[src/hw/rtl/top_k_insertion_selector_macros.svh]
// Assertion macros for the top-k selector RTL.
// Each macro expects clk_i and rst_ni in the scope where it is used.
`ifndef TOP_K_INSERTION_SELECTOR_MACROS_SVH
`define TOP_K_INSERTION_SELECTOR_MACROS_SVH

// Consequent must hold in the same cycle as the antecedent.
`define TKIS_ASSERT_NOW(lbl, ante, cons, msg) \
  lbl: assert property (@(posedge clk_i) disable iff (!rst_ni) (ante) |-> (cons)) \
    else $error(msg);

// Consequent must hold in the cycle after the antecedent.
`define TKIS_ASSERT_NEXT(lbl, ante, cons, msg) \
  lbl: assert property (@(posedge clk_i) disable iff (!rst_ni) (ante) |=> (cons)) \
    else $error(msg);

`endif

[src/hw/rtl/tkis_pkg.sv]
// ----------------------------------------------------------------------------
// tkis_pkg
// Shared types, constants and the ranking compare of the top-k selector.
// ----------------------------------------------------------------------------
package tkis_pkg;

  localparam int unsigned TOP_K = 5;
  localparam int unsigned IdW   = 20;
  localparam int unsigned EnW   = 24;
  localparam int unsigned SizeW = 8;
  localparam int unsigned RankW = 4;

  localparam logic [RankW-1:0] LastRank = RankW'(TOP_K - 1);

  typedef enum logic [1:0] {
    MODE_BASE       = 2'd0,
    MODE_WORST      = 2'd1,
    MODE_SIZE_BASE  = 2'd2,
    MODE_SIZE_WORST = 2'd3
  } rank_mode_e;

  typedef enum logic [2:0] {
    ST_RUN   = 3'b001,
    ST_FLUSH = 3'b010,
    ST_DRAIN = 3'b100
  } state_e;

  typedef struct packed {
    logic             valid;
    logic [IdW-1:0]   id;
    logic [EnW-1:0]   base;
    logic [EnW-1:0]   worst;
    logic [SizeW-1:0] size_max;
  } entry_t;

  // Control shared by every cell of the chain.
  typedef struct packed {
    logic drain;  // insertion halted, chain only moves on shift
    logic shift;  // move every slot one place toward cell 0
  } cell_ctl_t;

  // True when candidate a ranks strictly ahead of entry b; smaller keys win.
  function automatic logic tkis_better(rank_mode_e mode, entry_t a, entry_t b);
    logic size_lt;
    logic size_eq;
    size_lt = a.size_max < b.size_max;
    size_eq = a.size_max == b.size_max;
    case (mode)
      MODE_BASE:       tkis_better = a.base < b.base;
      MODE_WORST:      tkis_better = a.worst < b.worst;
      MODE_SIZE_BASE:  tkis_better = size_lt || (size_eq && (a.base < b.base));
      MODE_SIZE_WORST: tkis_better = size_lt || (size_eq && (a.worst < b.worst));
      default:         tkis_better = 1'b0;
    endcase
  endfunction

endpackage

[src/hw/rtl/top_k_insertion_selector.sv]
// ----------------------------------------------------------------------------
// top_k_insertion_selector
// Keeps the best TOP_K candidates of a stream in ranked order.
// ----------------------------------------------------------------------------
// Input items arrive on in_valid_i/in_stall_o and are accepted one per cycle
// while a run is open. Each item enters cell 0 of a chain of TOP_K cells and
// its displaced entry moves one cell per cycle. An item with last_item_i set
// closes the run: input stalls while the last carries settle down the chain,
// then the chain shifts toward cell 0 and emits TOP_K results, rank 0 first,
// on out_valid_o/out_stall_i through one output register. An output stall
// holds the drain, and input opens again once the last result is loaded
// into the output register. Draining shifts empty entries in, so the list
// starts the next run empty. Reset empties the list, clears out_valid_o and
// sets rank_mode to base. cfg_we_i writes rank_mode; write it only while
// the block is idle.
// ----------------------------------------------------------------------------
module top_k_insertion_selector
  import tkis_pkg::*;
(
  input  logic             clk_i,
  input  logic             rst_ni,
  input  logic             cfg_we_i,
  input  logic [1:0]       cfg_data_i,
  input  logic             in_valid_i,
  output logic             in_stall_o,
  input  logic [IdW-1:0]   item_id_i,
  input  logic [EnW-1:0]   en_base_i,
  input  logic [EnW-1:0]   en_alt_one_i,
  input  logic [EnW-1:0]   en_alt_two_i,
  input  logic [SizeW-1:0] size_total_n_i,
  input  logic [SizeW-1:0] size_total_m_i,
  input  logic             last_item_i,
  output logic             out_valid_o,
  input  logic             out_stall_i,
  output logic [RankW-1:0] rank_o,
  output logic             ranked_valid_o,
  output logic [IdW-1:0]   ranked_id_o,
  output logic             last_of_run_o
);

  `include "top_k_insertion_selector_macros.svh"

  rank_mode_e       mode_q;
  state_e           state_q, state_d;
  logic [RankW-1:0] cnt_q, cnt_d;
  logic             accept;
  logic             load;
  cell_ctl_t        ctl;
  entry_t           in_entry;
  entry_t           slot  [TOP_K];
  entry_t           carry [TOP_K];
  logic [TOP_K-1:0] slot_vld;
  logic [TOP_K-1:0] carry_vld;
  logic [EnW-1:0]   alt_max;

  logic             out_valid_q, out_valid_d;
  logic [RankW-1:0] rank_q;
  logic             rvalid_q;
  logic [IdW-1:0]   rid_q;
  logic             rlast_q;

  always_ff @(posedge clk_i or negedge rst_ni) begin
    if (!rst_ni) begin
      mode_q <= MODE_BASE;
    end else if (cfg_we_i) begin
      mode_q <= rank_mode_e'(cfg_data_i);
    end
  end

  assign in_stall_o = (state_q != ST_RUN);
  assign accept     = in_valid_i && !in_stall_o;
  assign load       = (state_q == ST_DRAIN) && (!out_valid_q || !out_stall_i);

  assign alt_max = (en_alt_one_i > en_alt_two_i) ? en_alt_one_i : en_alt_two_i;

  always_comb begin
    in_entry.valid    = accept;
    in_entry.id       = item_id_i;
    in_entry.base     = en_base_i;
    in_entry.worst    = (alt_max > en_base_i) ? alt_max : en_base_i;
    in_entry.size_max = (size_total_n_i > size_total_m_i) ? size_total_n_i : size_total_m_i;
  end

  assign ctl.drain = (state_q == ST_DRAIN);
  assign ctl.shift = load;

  for (genvar k = 0; k < TOP_K; k++) begin : g_cell
    entry_t cin;
    entry_t up;
    if (k == 0) begin : g_head
      assign cin = in_entry;
    end else begin : g_body
      assign cin = carry[k-1];
    end
    if (k == TOP_K - 1) begin : g_tail
      assign up = '0;
    end else begin : g_mid
      assign up = slot[k+1];
    end
    tkis_cell u_cell (
      .clk_i   (clk_i),
      .rst_ni  (rst_ni),
      .mode_i  (mode_q),
      .ctl_i   (ctl),
      .carry_i (cin),
      .up_i    (up),
      .slot_o  (slot[k]),
      .carry_o (carry[k])
    );
    assign slot_vld[k]  = slot[k].valid;
    assign carry_vld[k] = carry[k].valid;
  end

  always_comb begin
    state_d = state_q;
    cnt_d   = cnt_q;
    case (state_q)
      ST_RUN: begin
        if (accept && last_item_i) begin
          state_d = ST_FLUSH;
          cnt_d   = '0;
        end
      end
      ST_FLUSH: begin
        if (cnt_q == LastRank) begin
          state_d = ST_DRAIN;
          cnt_d   = '0;
        end else begin
          cnt_d = cnt_q + 1'b1;
        end
      end
      ST_DRAIN: begin
        if (load) begin
          if (cnt_q == LastRank) begin
            state_d = ST_RUN;
            cnt_d   = '0;
          end else begin
            cnt_d = cnt_q + 1'b1;
          end
        end
      end
      default: begin
        state_d = ST_RUN;
        cnt_d   = '0;
      end
    endcase
  end

  always_ff @(posedge clk_i or negedge rst_ni) begin
    if (!rst_ni) begin
      state_q <= ST_RUN;
      cnt_q   <= '0;
    end else begin
      state_q <= state_d;
      cnt_q   <= cnt_d;
    end
  end

  always_comb begin
    out_valid_d = out_valid_q;
    if (load) begin
      out_valid_d = 1'b1;
    end else if (!out_stall_i) begin
      out_valid_d = 1'b0;
    end
  end

  always_ff @(posedge clk_i or negedge rst_ni) begin
    if (!rst_ni) begin
      out_valid_q <= 1'b0;
    end else begin
      out_valid_q <= out_valid_d;
    end
  end

  always_ff @(posedge clk_i) begin
    if (load) begin
      rank_q   <= cnt_q;
      rvalid_q <= slot[0].valid;
      rid_q    <= slot[0].valid ? slot[0].id : '0;
      rlast_q  <= (cnt_q == LastRank);
    end
  end

  assign out_valid_o    = out_valid_q;
  assign rank_o         = rank_q;
  assign ranked_valid_o = rvalid_q;
  assign ranked_id_o    = rid_q;
  assign last_of_run_o  = rlast_q;

  `TKIS_ASSERT_NOW(a_drain_no_carry, state_q == ST_DRAIN, carry_vld == '0,
                   "carry still moving while the list drains")
  `TKIS_ASSERT_NEXT(a_list_empty_after_run,
                    load && (cnt_q == LastRank), slot_vld == '0,
                    "list not empty after the last result of a run")
  `TKIS_ASSERT_NOW(a_last_flag_rank, out_valid_q && rlast_q, rank_q == LastRank,
                   "last-of-run flag on a result that is not the final rank")

endmodule

[src/hw/rtl/tkis_cell.sv]
// ----------------------------------------------------------------------------
// tkis_cell
// One slot of the insertion chain with its carry register toward the next.
// ----------------------------------------------------------------------------
module tkis_cell
  import tkis_pkg::*;
(
  input  logic       clk_i,
  input  logic       rst_ni,
  input  rank_mode_e mode_i,
  input  cell_ctl_t  ctl_i,
  input  entry_t     carry_i,
  input  entry_t     up_i,
  output entry_t     slot_o,
  output entry_t     carry_o
);

  entry_t slot_q, slot_d;
  entry_t carry_q, carry_d;
  logic   swap;

  // An empty carry never swaps, so it moves nothing further down.
  assign swap = carry_i.valid && (!slot_q.valid || tkis_better(mode_i, carry_i, slot_q));

  always_comb begin
    slot_d  = slot_q;
    carry_d = carry_q;
    if (ctl_i.shift) begin
      slot_d  = up_i;
      carry_d = '0;
    end else if (!ctl_i.drain) begin
      if (swap) begin
        slot_d  = carry_i;
        carry_d = slot_q;
      end else begin
        carry_d = carry_i;
      end
    end
  end

  always_ff @(posedge clk_i or negedge rst_ni) begin
    if (!rst_ni) begin
      slot_q  <= '0;
      carry_q <= '0;
    end else begin
      slot_q  <= slot_d;
      carry_q <= carry_d;
    end
  end

  assign slot_o  = slot_q;
  assign carry_o = carry_q;

endmodule
[config.mk]
export PLATFORM = sky130hd
export DESIGN_NAME = top_k_insertion_selector
export DESIGN_NICKNAME = d
export VERILOG_FILES = /design/src/hw/rtl/tkis_pkg.sv /design/src/hw/rtl/top_k_insertion_selector.sv /design/src/hw/rtl/tkis_cell.sv
export VERILOG_INCLUDE_DIRS = /design/src /design/src/hw/rtl
export SDC_FILE = /design/constraint.sdc
export NUM_CORES = 2
export LEC_CHECK = 0
export ABC_CLOCK_PERIOD_IN_PS = 3250
export BUFFER_PORTS_ARGS = -buffer_cell sky130_fd_sc_hd__buf_2
export CAP_MARGIN = 20
export CORE_UTILIZATION = 45
export DETAILED_ROUTE_END_ITERATION = 16
export GPL_ROUTABILITY_DRIVEN = 0
export SLEW_MARGIN = 15
export SYNTH_ARGS = -nofsm -noshare
export SYNTH_HDL_FRONTEND = slang
export SYNTH_SLANG_ARGS = --single-unit
[constraint.sdc]
create_clock -name clk_i -period 3.25 [get_ports clk_i]
set_input_delay 0.65 -clock clk_i [delete_from_list [all_inputs] [get_ports clk_i]]
set_output_delay 0.65 -clock clk_i [all_outputs]
set_load 0.02 [all_outputs]
==> impl_metrics.py <==
metrics = {
    "synth": {
        "synth_nets": 5379,
        "ys_types": 82,
        "yosys.area.top_type": "dfrtp_1",
        "synth_top_area_frac": 0.387,
        "syn_avg_cell_area_um2": 9.21,
        "synth-seq-cells": 729,
        "async_flop_share": 0.964,
        "synth_edf_count": 26,
        "synth_flop_cell": "dfrtp_1",
        "synth_warnings": 0,
        "seq_area_frac_synth": 0.404,
        "synthCells": 4935,
        "synth_area_leaders": "dfrtp_1 39%, ha_1 9.0%, mux2i_1 7.0%",
        "syn_area_um2": 45400,
    },
    "sta": {
        "tightest_slew_ns": 0.805,
        "setup_viol": 153,
        "setup_tns_ns": -421.33,
        "setup_ws_ns": -2.84,
        "slew-limit-headroom": 0.463,
        "final.min_clock_period_ns": 6.09,
        "maxSlewViolCount": 0,
        "final-hold-violation-count": 0,
        "rsz0062_at_grt": "true",
        "fin_skew_ns": 0.0314,
        "finalCritPeriodShare": 1.87,
        "fmax_mhz": 164,
    },
    "global_route": {
        "grt.overflow.total": 0,
        "antenna_found_initial": 0,
        "grt_pass1_vias": 38100,
        "grt_use_total": 0.283,
        "grt_first_pass_wirelength_um": 230000,
        "grt_max_degree": 141,
    },
    "route": {
        "drtPass1Iterations": 6,
        "drt-total-wl_um": 147000,
        "drtIter0Drc": 4189,
        "via_per_inst": 6.09,
        "wl_per_cell_um": 22.3,
        "ant_nets": 0,
        "num_vias": 40200,
        "drc_errors": 0,
    },
    "setup_path": {
        "setup.worst_path.class": "in -> reg",
        "crit_required_ns": 3.77,
        "timing.rr.start": "g_cell[1].u_cell.slot_o[52]",
        "cp-startpoint": "en_alt_two_i[20]",
        "crit_buf_inv": 12,
        "arrival_ns": 6.61,
        "end_kind": "flip-flop",
        "max_stage_delay_ns": 0.56,
        "cp_top_family": "simple AND/OR/NAND/NOR gates",
        "slowest_stage": "or4_4",
        "cp_max_fo": 8,
        "crit_path_frequent_cell": "buf_6",
        "start_kind": "primary input",
    },
    "power": {
        "leakage_nw": 25.5,
        "intPower_mw": 30.4,
        "switchingPower_mw": 22.1,
        "ir_drop_mv": 0.781,
        "comb_power_share": 0.480,
        "power_frac_seq": 0.336,
        "netSwitchingFraction": 0.421,
        "clkPwrFrac": 0.184,
        "power.density_nw_per_um2": 952,
    },
    "hold_path": {
        "hp-class": "in -> reg",
        "worstHoldStart": "cfg_data_i[0]",
    },
    "final_layout": {
        "nets": 5687,
        "syn_to_final_growth_pct": 21.5,
        "final_common_cell": "dfrtp_1",
        "final_cell_mix": "702 x dfrtp_1, 471 x nand2_1, 375 x buf_4, 372 x nor2_1, 341 x inv_1",
        "drive_gt1_frac": 0.191,
        "utilization": 0.552,
        "fin_area_um2": 55200,
    },
    "place": {
        "dpl_cell_area_um2": 50600,
        "port_buffers": 143,
        "dp_hpwl_um": 100000,
        "place_ws_ns": -3.69,
    },
    "clock_network": {
        "cts_tree": "done",
        "path_clk_slew_ns": 0.06,
        "cts_buffers": 81,
        "cts_buffer_depth": 3,
        "cts_sinks": 729,
        "clk_latency_ns": 0.67,
        "cts-root-buf": "clkbuf_16",
        "cts_htree_levels": 3,
    },
    "die": {
        "io-pin-count": 144,
        "start_util": 0.454,
        "core_area_um2": 100000,
        "die_x_um": 320,
        "die_y_um": 320,
        "rows": 116,
        "dieArea_um2": 102000,
    },
    "flow_run": {
        "max_cap_viol_count": 0,
    },
    "run_status": {
        "status": "finished with violations",
        "violations": "setup timing",
    },
}
## path summary, 6_finish.rpt
kind / endpoint / slack [ns] / depth (start not counted)
setup / recovery: g_cell[0].u_cell.slot_o[4] / -2.84 / 32
hold / removal: mode_q[0] / 0.20 / 3
setup reg to reg: g_cell[1].u_cell.carry_o[46] / 0.04 / 13
hold reg to reg: g_cell[3].u_cell.carry_o[76] / 0.49 / 2
max in group asynchronous: g_cell[0].u_cell.carry_o[57] / 1.68 / 3
min in group asynchronous: g_cell[4].u_cell.slot_o[59] / 0.50 / 2
## per-layer routing
layer	up-vias	global-route usage	wire [um]
li1	18800	-	-
met1	19800	0.444	71300
met2	1498	0.397	61600
met3	162	0.0415	10600
met4	0	0.0778	3740
met5	-	0	0
## cell type report
class | instances | area, um^2
diodes | 1 | 2.50
clock buffers | 116 | 2360
clock inverters | 33 | 412
fillers | 8687 | 44800
inverters | 350 | 1340
multi-input cells | 3453 | 25400
flip-flops and latches | 729 | 18400
well taps | 1298 | 1620
repair buffers | 628 | 5680
## logic make-up (layout without fill, tap and decap cells)
group / Yosys count / count (layout) / synth area share
adder cells (fa/ha/maj): 328 / 328 / 0.0903
XOR/XNOR: 4 / 4 / 0.000771
other: 0 / 1 / 0
flip-flops: 729 / 729 / 0.404
AND/OR/NAND/NOR: 1478 / 1478 / 0.149
multiplexers: 365 / 365 / 0.0817
buffers and inverters: 753 / 1127 / 0.0654
AO/OA/AOI/OAI: 1278 / 1278 / 0.208
## per-stage QoR
step | hold WS (ns) | cells | power, mW
final | 0.202 | 6608 | 52.5
after global routing | 0.204 | 6607 | 56.2
after CTS | 0.171 | 6591 | 51.9
after detailed placement | 0.478 | 6402 | 41.3
after global placement | 0.474 | 6402 | 40.6
after floorplan | 0.354 | 4935 | 32.5
## cells in the mapped netlist (all sizes together) (25+ instances only)
| cell | instances |
|---|---|
| nor3 | 108 |
| buf | 82 |
| o21ai | 147 |
| nand3 | 179 |
| a211oi | 287 |
| and2 | 25 |
| o221a | 65 |
| and3 | 109 |
| nand4 | 127 |
| edfxtp | 26 |
| ha | 328 |
| clkbuf | 321 |
| mux2 | 47 |
| a221oi | 138 |
| a31oi | 53 |
| nand2 | 487 |
| inv | 350 |
| o21a | 47 |
| mux2i | 318 |
| a21o | 51 |
| dfrtp | 702 |
| o32a | 75 |
| nor2 | 376 |
| a21oi | 283 |
## timing repair
action / CTS / global route
gates cloned: 11 / 4
gates resized for setup: 120 / 71
setup endpoints to repair: 383 / 362
hold buffers: 1 / 0
endpoints found under the hold margin: 32 / 0
pin swaps: 47 / 42
setup buffers: 30 / 13
## power by group through the flow
stage / logic [mW] / clock network, mW / registers [mW]
after floorplan: 16.6 / 0 / 15.9
after global placement: 23.1 / 0 / 17.5
after detailed placement: 23.7 / 0 / 17.5
after CTS: 24.6 / 9.76 / 17.5
after global routing: 27.9 / 10.1 / 18.1
final: 25.2 / 9.66 / 17.6
## sequential cells by signal, summed over array words and instances, names as in the netlist
signal and flops:
g_cell.u_cell.slot_o 385, g_cell.u_cell.carry_o 308, ranked_id_o 20, cnt_q 4
rank_o 4, state_q 3, mode_q 2, last_of_run_o 1
out_valid_o 1, ranked_valid_o 1
## tightest hold or removal path, stage by stage
cell	delay [ns]
buf_2	0.07
nand2_1	0.04
o21ai_0	0.06
Power figures use the tool's default switching activity.
